### src/rtl/core/lcms_pkg.sv
// ----------------------------------------------------------------------------
// lcms_pkg
// Shared widths, codes and types of the load-cell median smoother.
// ----------------------------------------------------------------------------
package lcms_pkg;

  // Window and sample geometry
  localparam int WINDOW_LEN  = 5;
  localparam int SAMPLE_BITS = 24;
  localparam int MED_K       = WINDOW_LEN / 2;          // upper middle of sorted window
  localparam int CNT_W       = $clog2(WINDOW_LEN + 1);
  localparam int IDX_W       = $clog2(WINDOW_LEN);

  // Register and field widths
  localparam int ZO_W       = 24;
  localparam int CPN_W      = 32;
  localparam int GAIN_W     = 17;
  localparam int LIMIT_W    = 25;
  localparam int FORCE_W    = 26;
  localparam int STAT_W     = 2;
  localparam int CFG_IDX_W  = 2;
  localparam int CFG_DATA_W = 32;

  // Scaling datapath
  localparam int FRAC_SHIFT = 24;                       // Q16 result, scale in 1/256
  localparam int DIFF_W     = ((SAMPLE_BITS > ZO_W) ? SAMPLE_BITS : ZO_W) + 1;
  localparam int NUM_W      = DIFF_W + FRAC_SHIFT;
  localparam int DEN_SKIP   = 8;                        // |den| >= 256: top 8 quotient bits zero
  localparam int QUO_W      = NUM_W - DEN_SKIP;
  localparam int QCNT_W     = $clog2(QUO_W);
  localparam int CAL_MIN    = 256;

  // Smoother datapath
  localparam int ERR_W   = FORCE_W + 1;
  localparam int PROD_W  = GAIN_W + 1 + ERR_W;
  localparam int GAIN_SH = 16;
  localparam int DELTA_W = PROD_W - GAIN_SH;
  localparam int SUM_W   = DELTA_W + 1;

  localparam int FORCE_POS_LIM = (1 << (FORCE_W - 1)) - 1;
  localparam int FORCE_NEG_LIM = 1 << (FORCE_W - 1);
  localparam logic signed [FORCE_W-1:0] FORCE_MAX = {1'b0, {(FORCE_W-1){1'b1}}};
  localparam logic signed [FORCE_W-1:0] FORCE_MIN = {1'b1, {(FORCE_W-1){1'b0}}};
  localparam logic [GAIN_W-1:0] GAIN_ONE = GAIN_W'(1 << GAIN_SH);
  localparam logic [PROD_W-1:0] ROUND_BIAS = PROD_W'((1 << GAIN_SH) - 1);

  // Register indexes
  localparam logic [CFG_IDX_W-1:0] CFG_ZERO_OFFSET = 2'd0;
  localparam logic [CFG_IDX_W-1:0] CFG_CPN         = 2'd1;
  localparam logic [CFG_IDX_W-1:0] CFG_GAIN        = 2'd2;
  localparam logic [CFG_IDX_W-1:0] CFG_LIMIT       = 2'd3;

  // Register reset values
  localparam logic signed [ZO_W-1:0]  RST_ZERO_OFFSET = '0;
  localparam logic signed [CPN_W-1:0] RST_CPN         = 32'sd2155520;
  localparam logic [GAIN_W-1:0]       RST_GAIN        = 17'd22938;
  localparam logic [LIMIT_W-1:0]      RST_LIMIT       = 25'd16384000;

  // Result status codes
  localparam logic [STAT_W-1:0] STAT_OK        = 2'd0;
  localparam logic [STAT_W-1:0] STAT_RANGE     = 2'd1;
  localparam logic [STAT_W-1:0] STAT_CAL_BAD   = 2'd2;
  localparam logic [STAT_W-1:0] STAT_READ_FAIL = 2'd3;

  typedef logic signed [SAMPLE_BITS-1:0] sample_t;

  typedef enum logic [2:0] {
    ST_IDLE,
    ST_MEDIAN,
    ST_DIVIDE,
    ST_MUL,
    ST_SUM,
    ST_EMIT
  } core_state_t;

  typedef enum logic [1:0] {
    MED_IDLE,
    MED_LOAD,
    MED_CMP,
    MED_CHK
  } med_state_t;

  typedef struct packed {
    logic push;   // shift a new sample into the window
    logic start;  // begin the median search
  } med_ctrl_t;

endpackage

### src/rtl/core/lcms_median.sv
// ----------------------------------------------------------------------------
// lcms_median
// Sample window as a rotating shift line plus a rank-count median search.
// ----------------------------------------------------------------------------
module lcms_median (
  input  logic               clk,
  input  logic               rst_n,
  input  lcms_pkg::med_ctrl_t ctrl,
  input  lcms_pkg::sample_t  sample,
  output logic               done,
  output lcms_pkg::sample_t  median
);

  lcms_pkg::sample_t win_r [lcms_pkg::WINDOW_LEN];
  lcms_pkg::sample_t cand_r, cand_nxt;
  lcms_pkg::med_state_t state_r, state_nxt;
  logic [lcms_pkg::CNT_W-1:0] lt_r, lt_nxt, le_r, le_nxt;
  logic [lcms_pkg::IDX_W-1:0] cnt_r, cnt_nxt;
  logic done_r, done_nxt;
  logic rotate;
  lcms_pkg::sample_t tail;

  assign tail = rotate ? win_r[0] : sample;

  // Window shift line; rotation brings every entry past tap 0
  always_ff @(posedge clk) begin
    if (ctrl.push || rotate) begin
      for (int i = 0; i < lcms_pkg::WINDOW_LEN - 1; i++) begin
        win_r[i] <= win_r[i+1];
      end
      win_r[lcms_pkg::WINDOW_LEN-1] <= tail;
    end
  end

  always_ff @(posedge clk) begin
    if (!rst_n) begin
      state_r <= lcms_pkg::MED_IDLE;
      done_r  <= 1'b0;
    end else begin
      state_r <= state_nxt;
      done_r  <= done_nxt;
    end
  end

  always_ff @(posedge clk) begin
    cand_r <= cand_nxt;
    lt_r   <= lt_nxt;
    le_r   <= le_nxt;
    cnt_r  <= cnt_nxt;
  end

  always_comb begin
    state_nxt = state_r;
    cand_nxt  = cand_r;
    lt_nxt    = lt_r;
    le_nxt    = le_r;
    cnt_nxt   = cnt_r;
    done_nxt  = 1'b0;
    rotate    = 1'b0;
    unique case (state_r)
      lcms_pkg::MED_IDLE: begin
        if (ctrl.start) begin
          state_nxt = lcms_pkg::MED_LOAD;
        end
      end
      lcms_pkg::MED_LOAD: begin
        cand_nxt  = win_r[0];
        lt_nxt    = '0;
        le_nxt    = '0;
        cnt_nxt   = '0;
        state_nxt = lcms_pkg::MED_CMP;
      end
      lcms_pkg::MED_CMP: begin
        rotate  = 1'b1;
        lt_nxt  = lt_r + lcms_pkg::CNT_W'(win_r[0] < cand_r);
        le_nxt  = le_r + lcms_pkg::CNT_W'(win_r[0] <= cand_r);
        cnt_nxt = cnt_r + lcms_pkg::IDX_W'(1);
        if (cnt_r == lcms_pkg::IDX_W'(lcms_pkg::WINDOW_LEN - 1)) begin
          state_nxt = lcms_pkg::MED_CHK;
        end
      end
      lcms_pkg::MED_CHK: begin
        // candidate sits at sorted position MED_K when fewer than K+1 are below it
        // and more than K are at or below it
        if (lt_r <= lcms_pkg::CNT_W'(lcms_pkg::MED_K) &&
            le_r > lcms_pkg::CNT_W'(lcms_pkg::MED_K)) begin
          done_nxt  = 1'b1;
          state_nxt = lcms_pkg::MED_IDLE;
        end else begin
          rotate    = 1'b1;
          state_nxt = lcms_pkg::MED_LOAD;
        end
      end
      default: state_nxt = lcms_pkg::MED_IDLE;
    endcase
  end

  assign done   = done_r;
  assign median = cand_r;

endmodule

### src/rtl/core/lcms_divider.sv
// ----------------------------------------------------------------------------
// lcms_divider
// Restoring unsigned divider, one quotient bit per cycle.
// ----------------------------------------------------------------------------
module lcms_divider (
  input  logic                          clk,
  input  logic                          rst_n,
  input  logic                          start,
  input  logic [lcms_pkg::NUM_W-1:0]    num,
  input  logic [lcms_pkg::CPN_W-1:0]    den,
  output logic                          done,
  output logic [lcms_pkg::QUO_W-1:0]    quo
);

  logic busy_r, busy_nxt, done_r, done_nxt;
  logic [lcms_pkg::CPN_W-1:0]  rem_r, rem_nxt;
  logic [lcms_pkg::CPN_W:0]    shifted, trial;
  logic [lcms_pkg::QUO_W-1:0]  quo_r, quo_nxt;
  logic [lcms_pkg::QCNT_W-1:0] cnt_r, cnt_nxt;
  logic ge;

  // partial remainder stays below den, so the shifted value fits CPN_W bits + 1
  assign shifted = {rem_r, quo_r[lcms_pkg::QUO_W-1]};
  assign trial   = shifted - {1'b0, den};
  assign ge      = !trial[lcms_pkg::CPN_W];

  always_ff @(posedge clk) begin
    if (!rst_n) begin
      busy_r <= 1'b0;
      done_r <= 1'b0;
    end else begin
      busy_r <= busy_nxt;
      done_r <= done_nxt;
    end
  end

  always_ff @(posedge clk) begin
    rem_r <= rem_nxt;
    quo_r <= quo_nxt;
    cnt_r <= cnt_nxt;
  end

  always_comb begin
    busy_nxt = busy_r;
    done_nxt = 1'b0;
    rem_nxt  = rem_r;
    quo_nxt  = quo_r;
    cnt_nxt  = cnt_r;
    if (start) begin
      // top DEN_SKIP numerator bits are below den: preload them as remainder
      rem_nxt  = lcms_pkg::CPN_W'(num[lcms_pkg::NUM_W-1:lcms_pkg::QUO_W]);
      quo_nxt  = num[lcms_pkg::QUO_W-1:0];
      cnt_nxt  = lcms_pkg::QCNT_W'(lcms_pkg::QUO_W - 1);
      busy_nxt = 1'b1;
    end else if (busy_r) begin
      rem_nxt = ge ? trial[lcms_pkg::CPN_W-1:0] : shifted[lcms_pkg::CPN_W-1:0];
      quo_nxt = {quo_r[lcms_pkg::QUO_W-2:0], ge};
      if (cnt_r == '0) begin
        busy_nxt = 1'b0;
        done_nxt = 1'b1;
      end else begin
        cnt_nxt = cnt_r - lcms_pkg::QCNT_W'(1);
      end
    end
  end

  assign done = done_r;
  assign quo  = quo_r;

endmodule

### src/rtl/core/load_cell_median_smoother_core.sv
// ----------------------------------------------------------------------------
// load_cell_median_smoother_core
// Median-of-five load-cell filter with scaling to newtons and IIR smoothing.
// ----------------------------------------------------------------------------
// Usage
//   Input channel (in_valid / in_stall / in_raw_count / in_read_ok): one raw
//   converter sample per item. Output channel (out_valid / out_stall /
//   out_force_value / out_status): smoothed force in signed Q10.16 newtons
//   plus a status code. cfg_we / cfg_index / cfg_data write the offset,
//   scale, gain and limit registers; write them only while the block is idle.
//   A good sample that does not complete the window yields no item and
//   leaves the block idle. A failed read or bad calibration empties the
//   window and goes to the emit step, which raises out_valid once the
//   output register is free and then returns to idle for the next item.
//   The item completing the window goes through these steps in order: the
//   median search tries candidates, each with one load, five compares over
//   the rotating window and one check, then signals done; the restoring
//   divider takes a start, then one step per quotient bit for QUO_W (41)
//   bits, then signals done; then come one multiply step, one sum step and
//   the emit step.
//   in_stall is high for the whole of that work; one item is in flight.
//   The output register decouples the sides: a new item is taken while a
//   finished result waits; the block only holds in its emit step when a
//   fresh result finds the output register still stalled.
//   Reset (rst_n low, synchronous) restores register defaults, empties the
//   window and zeroes the smoothed force; the window contents need no clear.
// ----------------------------------------------------------------------------
module load_cell_median_smoother_core (
  input  logic                                    clk,
  input  logic                                    rst_n,
  // input channel
  input  logic                                    in_valid,
  output logic                                    in_stall,
  input  logic signed [lcms_pkg::SAMPLE_BITS-1:0] in_raw_count,
  input  logic                                    in_read_ok,
  // result channel
  output logic                                    out_valid,
  input  logic                                    out_stall,
  output logic signed [lcms_pkg::FORCE_W-1:0]     out_force_value,
  output logic [lcms_pkg::STAT_W-1:0]             out_status,
  // configuration
  input  logic                                    cfg_we,
  input  logic [lcms_pkg::CFG_IDX_W-1:0]          cfg_index,
  input  logic [lcms_pkg::CFG_DATA_W-1:0]         cfg_data
);

  // Configuration registers
  logic signed [lcms_pkg::ZO_W-1:0]  zero_offset_r;
  logic signed [lcms_pkg::CPN_W-1:0] cpn_r;
  logic [lcms_pkg::GAIN_W-1:0]       gain_r;
  logic [lcms_pkg::LIMIT_W-1:0]      limit_r;

  // Sequencer and datapath state
  lcms_pkg::core_state_t state_r, state_nxt;
  logic [lcms_pkg::CNT_W-1:0]          fill_r, fill_nxt;
  logic signed [lcms_pkg::FORCE_W-1:0] smooth_r, smooth_nxt;
  logic                                neg_r, neg_nxt;
  logic signed [lcms_pkg::FORCE_W-1:0] f_r, f_nxt;
  logic signed [lcms_pkg::PROD_W-1:0]  prod_r, prod_nxt;
  logic signed [lcms_pkg::FORCE_W-1:0] res_force_r, res_force_nxt;
  logic [lcms_pkg::STAT_W-1:0]         res_status_r, res_status_nxt;
  logic                                out_valid_r, out_valid_nxt;
  logic signed [lcms_pkg::FORCE_W-1:0] out_force_r, out_force_nxt;
  logic [lcms_pkg::STAT_W-1:0]         out_status_r, out_status_nxt;

  // Submodule links
  lcms_pkg::med_ctrl_t               med_ctrl;
  logic                              med_done;
  lcms_pkg::sample_t                 med_value;
  logic                              div_start, div_done;
  logic [lcms_pkg::NUM_W-1:0]        div_num;
  logic [lcms_pkg::CPN_W-1:0]        div_den;
  logic [lcms_pkg::QUO_W-1:0]        div_quo;

  // Combinational datapath
  logic                                cal_bad, out_free;
  logic signed [lcms_pkg::DIFF_W-1:0]  diff;
  logic [lcms_pkg::DIFF_W-1:0]         diff_mag;
  logic signed [lcms_pkg::FORCE_W-1:0] quo_low, f_sat;
  logic [lcms_pkg::GAIN_W-1:0]         gain_eff;
  logic signed [lcms_pkg::ERR_W-1:0]   err;
  logic [lcms_pkg::PROD_W-1:0]         prod_adj;
  logic signed [lcms_pkg::DELTA_W-1:0] delta;
  logic signed [lcms_pkg::SUM_W-1:0]   sum;
  logic signed [lcms_pkg::FORCE_W-1:0] sum_sat;
  logic [lcms_pkg::FORCE_W-1:0]        sum_mag, out_mag;

  lcms_median u_median (
    .clk    (clk),
    .rst_n  (rst_n),
    .ctrl   (med_ctrl),
    .sample (in_raw_count),
    .done   (med_done),
    .median (med_value)
  );

  lcms_divider u_divider (
    .clk   (clk),
    .rst_n (rst_n),
    .start (div_start),
    .num   (div_num),
    .den   (div_den),
    .done  (div_done),
    .quo   (div_quo)
  );

  assign in_stall = (state_r != lcms_pkg::ST_IDLE);
  assign out_free = !out_valid_r || !out_stall;
  assign cal_bad  = (cpn_r > -lcms_pkg::CAL_MIN) && (cpn_r < lcms_pkg::CAL_MIN);

  // Scaling: |median - offset| << 24 divided by |scale|, sign applied after
  assign diff     = lcms_pkg::DIFF_W'(med_value) - lcms_pkg::DIFF_W'(zero_offset_r);
  assign diff_mag = diff[lcms_pkg::DIFF_W-1] ? lcms_pkg::DIFF_W'(-diff)
                                             : lcms_pkg::DIFF_W'(diff);
  assign div_num  = {diff_mag, {lcms_pkg::FRAC_SHIFT{1'b0}}};
  assign div_den  = cpn_r[lcms_pkg::CPN_W-1] ? lcms_pkg::CPN_W'(-cpn_r)
                                             : lcms_pkg::CPN_W'(cpn_r);

  // Truncated quotient saturated to the force range
  assign quo_low = lcms_pkg::FORCE_W'(div_quo);
  always_comb begin
    if (neg_r) begin
      f_sat = (div_quo > lcms_pkg::QUO_W'(lcms_pkg::FORCE_NEG_LIM)) ? lcms_pkg::FORCE_MIN
                                                                    : -quo_low;
    end else begin
      f_sat = (div_quo > lcms_pkg::QUO_W'(lcms_pkg::FORCE_POS_LIM)) ? lcms_pkg::FORCE_MAX
                                                                    : quo_low;
    end
  end

  // Smoother: delta = gain * (f - s) / 2^16, truncated toward zero
  assign gain_eff = (gain_r > lcms_pkg::GAIN_ONE) ? lcms_pkg::GAIN_ONE : gain_r;
  assign err      = lcms_pkg::ERR_W'(f_r) - lcms_pkg::ERR_W'(smooth_r);
  assign prod_adj = prod_r[lcms_pkg::PROD_W-1] ? (prod_r + lcms_pkg::ROUND_BIAS)
                                               : prod_r;
  assign delta    = $signed(prod_adj[lcms_pkg::PROD_W-1:lcms_pkg::GAIN_SH]);
  assign sum      = lcms_pkg::SUM_W'(smooth_r) + lcms_pkg::SUM_W'(delta);

  always_comb begin
    if (sum > lcms_pkg::SUM_W'(lcms_pkg::FORCE_MAX)) begin
      sum_sat = lcms_pkg::FORCE_MAX;
    end else if (sum < lcms_pkg::SUM_W'(lcms_pkg::FORCE_MIN)) begin
      sum_sat = lcms_pkg::FORCE_MIN;
    end else begin
      sum_sat = lcms_pkg::FORCE_W'(sum);
    end
  end

  assign sum_mag = sum_sat[lcms_pkg::FORCE_W-1] ? lcms_pkg::FORCE_W'(-sum_sat)
                                                : lcms_pkg::FORCE_W'(sum_sat);
  assign out_mag = out_force_r[lcms_pkg::FORCE_W-1] ? lcms_pkg::FORCE_W'(-out_force_r)
                                                    : lcms_pkg::FORCE_W'(out_force_r);

  // Control registers and configuration
  always_ff @(posedge clk) begin
    if (!rst_n) begin
      state_r       <= lcms_pkg::ST_IDLE;
      fill_r        <= '0;
      smooth_r      <= '0;
      out_valid_r   <= 1'b0;
      zero_offset_r <= lcms_pkg::RST_ZERO_OFFSET;
      cpn_r         <= lcms_pkg::RST_CPN;
      gain_r        <= lcms_pkg::RST_GAIN;
      limit_r       <= lcms_pkg::RST_LIMIT;
    end else begin
      state_r     <= state_nxt;
      fill_r      <= fill_nxt;
      smooth_r    <= smooth_nxt;
      out_valid_r <= out_valid_nxt;
      if (cfg_we) begin
        unique case (cfg_index)
          lcms_pkg::CFG_ZERO_OFFSET: zero_offset_r <= cfg_data[lcms_pkg::ZO_W-1:0];
          lcms_pkg::CFG_CPN:         cpn_r         <= cfg_data[lcms_pkg::CPN_W-1:0];
          lcms_pkg::CFG_GAIN:        gain_r        <= cfg_data[lcms_pkg::GAIN_W-1:0];
          lcms_pkg::CFG_LIMIT:       limit_r       <= cfg_data[lcms_pkg::LIMIT_W-1:0];
          default: ;
        endcase
      end
    end
  end

  // Payload registers
  always_ff @(posedge clk) begin
    neg_r        <= neg_nxt;
    f_r          <= f_nxt;
    prod_r       <= prod_nxt;
    res_force_r  <= res_force_nxt;
    res_status_r <= res_status_nxt;
    out_force_r  <= out_force_nxt;
    out_status_r <= out_status_nxt;
  end

  // Sequencer
  always_comb begin
    state_nxt      = state_r;
    fill_nxt       = fill_r;
    smooth_nxt     = smooth_r;
    neg_nxt        = neg_r;
    f_nxt          = f_r;
    prod_nxt       = prod_r;
    res_force_nxt  = res_force_r;
    res_status_nxt = res_status_r;
    out_valid_nxt  = out_valid_r && out_stall;
    out_force_nxt  = out_force_r;
    out_status_nxt = out_status_r;
    med_ctrl       = '0;
    div_start      = 1'b0;
    unique case (state_r)
      lcms_pkg::ST_IDLE: begin
        if (in_valid) begin
          if (cal_bad) begin
            // calibration checked first, even on a failed read
            fill_nxt       = '0;
            res_force_nxt  = '0;
            res_status_nxt = lcms_pkg::STAT_CAL_BAD;
            state_nxt      = lcms_pkg::ST_EMIT;
          end else if (!in_read_ok) begin
            fill_nxt       = '0;
            res_force_nxt  = '0;
            res_status_nxt = lcms_pkg::STAT_READ_FAIL;
            state_nxt      = lcms_pkg::ST_EMIT;
          end else begin
            med_ctrl.push = 1'b1;
            if (fill_r == lcms_pkg::CNT_W'(lcms_pkg::WINDOW_LEN - 1)) begin
              fill_nxt       = '0;
              med_ctrl.start = 1'b1;
              state_nxt      = lcms_pkg::ST_MEDIAN;
            end else begin
              fill_nxt = fill_r + lcms_pkg::CNT_W'(1);
            end
          end
        end
      end
      lcms_pkg::ST_MEDIAN: begin
        if (med_done) begin
          div_start = 1'b1;
          neg_nxt   = diff[lcms_pkg::DIFF_W-1] ^ cpn_r[lcms_pkg::CPN_W-1];
          state_nxt = lcms_pkg::ST_DIVIDE;
        end
      end
      lcms_pkg::ST_DIVIDE: begin
        if (div_done) begin
          f_nxt     = f_sat;
          state_nxt = lcms_pkg::ST_MUL;
        end
      end
      lcms_pkg::ST_MUL: begin
        prod_nxt  = lcms_pkg::PROD_W'($signed({1'b0, gain_eff})) * lcms_pkg::PROD_W'(err);
        state_nxt = lcms_pkg::ST_SUM;
      end
      lcms_pkg::ST_SUM: begin
        // filter is updated even when the result is out of range
        smooth_nxt     = sum_sat;
        res_force_nxt  = sum_sat;
        res_status_nxt = (sum_mag >= lcms_pkg::FORCE_W'(limit_r)) ? lcms_pkg::STAT_RANGE
                                                                  : lcms_pkg::STAT_OK;
        state_nxt      = lcms_pkg::ST_EMIT;
      end
      lcms_pkg::ST_EMIT: begin
        if (out_free) begin
          out_valid_nxt  = 1'b1;
          out_force_nxt  = res_force_r;
          out_status_nxt = res_status_r;
          state_nxt      = lcms_pkg::ST_IDLE;
        end
      end
      default: state_nxt = lcms_pkg::ST_IDLE;
    endcase
  end

  assign out_valid       = out_valid_r;
  assign out_force_value = out_force_r;
  assign out_status      = out_status_r;

  // Checks
  a_fill_bound: assert property (@(posedge clk) disable iff (!rst_n)
    fill_r < lcms_pkg::CNT_W'(lcms_pkg::WINDOW_LEN))
    else $error("window fill count out of range");

  a_error_zero: assert property (@(posedge clk) disable iff (!rst_n)
    out_valid_r && (out_status_r == lcms_pkg::STAT_CAL_BAD ||
                    out_status_r == lcms_pkg::STAT_READ_FAIL)
    |-> out_force_r == '0)
    else $error("error item carries nonzero force");

  a_ok_in_range: assert property (@(posedge clk) disable iff (!rst_n)
    out_valid_r && out_status_r == lcms_pkg::STAT_OK
    |-> out_mag < lcms_pkg::FORCE_W'(limit_r))
    else $error("ok status with force at or above limit");

  a_med_done_state: assert property (@(posedge clk) disable iff (!rst_n)
    med_done |-> state_r == lcms_pkg::ST_MEDIAN)
    else $error("median done outside median step");

  a_div_done_state: assert property (@(posedge clk) disable iff (!rst_n)
    div_done |-> state_r == lcms_pkg::ST_DIVIDE)
    else $error("divider done outside divide step");

endmodule

### config.mk
export PLATFORM = sky130hd
export DESIGN_NAME = load_cell_median_smoother_core
export DESIGN_NICKNAME = d
export VERILOG_FILES = /design/src/rtl/core/lcms_pkg.sv /design/src/rtl/core/lcms_median.sv /design/src/rtl/core/lcms_divider.sv /design/src/rtl/core/load_cell_median_smoother_core.sv
export SDC_FILE = /design/constraint.sdc
export NUM_CORES = 2
export LEC_CHECK = 0
export ABC_AREA = 1
export ABC_CLOCK_PERIOD_IN_PS = 11400
export BUFFER_PORTS_ARGS = -buffer_cell sky130_fd_sc_hd__buf_2
export CORE_MARGIN = 2
export CORE_UTILIZATION = 40
export DETAILED_ROUTE_END_ITERATION = 8
export RECOVER_POWER = 25
export SYNTH_ARGS = -nofsm -noshare
export SYNTH_HDL_FRONTEND = slang
export SYNTH_SLANG_ARGS = --single-unit
### constraint.sdc
create_clock -name clk -period 11.4 [get_ports clk]
set_clock_uncertainty 0.15 [all_clocks]
set_input_delay 2.28 -clock clk [delete_from_list [all_inputs] [get_ports clk]]
set_output_delay 2.28 -clock clk [all_outputs]
set_load 0.01 [all_outputs]
==> flow_summary.yaml <==
logic_synthesis:
  async_flop_share_pct: 0
  synth_edf_count: 306
  synth_commonest_cells: "1071 x nand2_1, 1009 x inv_1, 525 x nor2_1"
  yosys_warnings: 0
  synth_most_common_cell: "nand2_1"
  syn-instance-count: 5377
  synth.distinct_cells: 64
  synth-seq-area-share_pct: 29.21
  syn-cell-area_sq_mm: 0.04448
  syn_nets: 6183
  synth_area_leaders: "edfxtp_1 21%, fa_1 20%, nand2_1 9.0%"
  yosys.area.top_type_share_pct: 20.66
  yosysTopAreaCell: "edfxtp_1"
  synth_ff_type: "edfxtp_1"
  avgSynthCellArea_sq_um: 8.272
  ys_ff_latch: 496
critical_path:
  slowest_delay_ns: 0.56
  crit_family: "adder cells"
  cp_num_cells: 39
  path_class: "flop to flop"
  cp-start-kind: "flop"
  reg2reg_depth: 39
  worstPathRequired_ns: 11.65
  critPathCapture: "prod_r[42]"
  critPathBufInv: 9
  rrSetupSlack_ns: 2.32
  crit_path_end_kind: "flop"
  reg2reg_to: "prod_r[42]"
  reg2reg_from: "f_r[0]"
  worstPathMaxFanout: 12
  slowest_stage: "fa_1"
  crit_path_start: "f_r[0]"
  crit_arrival_ns: 9.33
global_route:
  first_global_vias: 34660
  grt_overflow: 0
  grt_usage_pct: 21.78
  grt_antenna_before_repair: 1
  grt_max_degree: 97
  grt_first_pass_wirelength_mm: 194.6
finish:
  fill_cells: 11170
  post_route_cells_drive_above_1_share_pct: 6.364
  area_growth_pct: 9.056
  multi_input_area_sq_mm: 0.02706
  seq_area_sq_mm: 0.01299
  nets: 6229
job:
  drv_cap: 2
routing:
  ant_nets: 0
  num_vias: 35230
  drc: 0
  drtPass1Iterations: 7
  wire_per_inst_um: 17.60
  via_per_inst: 5.063
  drt_iter0_markers: 2545
  routed_wl_mm: 122.5
clocking:
  post_cts_buffers: 0
  clk_latency_ns: 0.64
  cts_tree: "done"
  cts_buffer_depth: 3
  ctsHoldBuffers: 0
  numCtsBuffers: 53
  cts_resized: 0
  clkSinkCount: 496
  path_clk_slew_ns: 0.06
  cts-root-buf: "clkbuf_16"
  htree_levels: 2
placement:
  port_buffers: 93
  gp_congestion: 0.9117
  hpwlAfterDp_mm: 97.75
floorplanning:
  initial_utilization_pct: 40.24
  ios: 94
  core-area_sq_mm: 0.1105
  die_h_um: 337.5
  fp-row-count: 122
  dieArea_sq_mm: 0.1139
  die_w_um: 337.5
status:
  status: "finished with violations"
  violations: "max-capacitance violations, max-slew violations"
sta:
  final.setup.tns_ns: 0
  fmax_mhz: 110.2
  finalCritPeriodShare_pct: 79.63
  finalCriticalPeriod_ns: 9.078
  setup_viol: 0
  worst_pin_slew_ns: 2.698
  slew_headroom_pct: -79.87
  drv_slew: 73
  holdWs_ns: 0.2637
  rsz0062_at_grt: "no"
  finalHoldViolCount: 0
worst_hold_path:
  hold_class: "flop to flop"
  hold-path-cell-count: 0
[flip-flops by register name, summed over array words and instances (netlist names), 6 cells and up]
| register | count |
|---|---|
| u_divider.cnt_r | 6 |
| f_r | 26 |
| u_median.win_r | 120 |
| cpn_r | 32 |
| smooth_r | 26 |
| limit_r | 25 |
| u_divider.rem_r | 32 |
| prod_r | 45 |
| gain_r | 17 |
| res_force_r | 26 |
| zero_offset_r | 24 |
| u_median.median | 24 |
| out_force_value | 26 |
| u_divider.quo | 41 |
[worst min path at each step]
stage | startpoint | endpoint | slack, ns
finish | u_median.win_r[0][62] | u_median.win_r[0][38] | 0.26
global route | res_status_r[0] | out_status[0] | 0.26
CTS | u_median.win_r[0][70] | u_median.win_r[0][46] | 0.26
detailed placement | res_force_r[16] | out_force_value[16] | 0.25
global placement | u_median.win_r[0][50] | u_median.win_r[0][26] | 0.25
floorplan | res_force_r[0] | out_force_value[0] | 0.25
[logic make-up (layout without fill, tap and decap cells)]
kind of cell / after synthesis / count (layout) / synth area share [%]
flops: 496 / 496 / 29.21
simple gates: 2022 / 2022 / 19.02
fa+ha+maj: 742 / 742 / 28.47
buf+inv: 1173 / 1264 / 10.02
xor+xnor: 208 / 208 / 4.096
compound gates: 736 / 736 / 9.182
other cells: 0 / 1 / 0
[cell type report]
cell class              count  area share [%]
diodes                      1        0.005159
clock buffers              68           3.018
clock inverters            32          0.9828
inverters                1025           7.932
multi-input cells        3708           55.78
flip-flops and latches    496           26.79
well taps                1488           3.838
repair buffers            139           1.656
[through the flow]
stage,area [sq um],std cells,utilization [%],worst slack (ns)
final,48500,6957,43.89,2.322
after global routing,48500,6956,43.89,1.658
after CTS,48510,6956,43.89,2.348
after detailed placement,46570,6856,42.14,2.365
after global placement,46570,6856,42.14,2.501
after floorplan,44480,5377,-,3.554
[worst reg2reg max path, delay by kind of cell, from the launching register on]
| kind | cells | cell delay (ns) |
|---|---|---|
| flops | 1 | 0.35 |
| compound gates | 10 | 2.43 |
| simple gates | 11 | 1.11 |
| buf+inv | 9 | 0.90 |
| fa+ha+maj | 9 | 3.90 |
[layout by cell type (no fill, tap or decap), drive strengths merged, types with 137 or more instances in the layout]
cell type     n
nand2      1090
inv        1022
xor2        137
nand3       198
ha          292
fa          450
o21ai       272
a21oi       327
dfxtp       190
edfxtp      306
nor2        539
buf         137
[routing by layer]
layer	vias to the layer above	track usage, %	part of all wire [%]
li1	17090	-	-
met1	17070	30.47	46
met2	891	35.65	46
met4	0	6.411	3.1
met3	173	2.300	5.1
met5	-	0	0
Power is not shown: default switching activity piles up to over one toggle a cycle in this logic, so the estimate is an artifact.
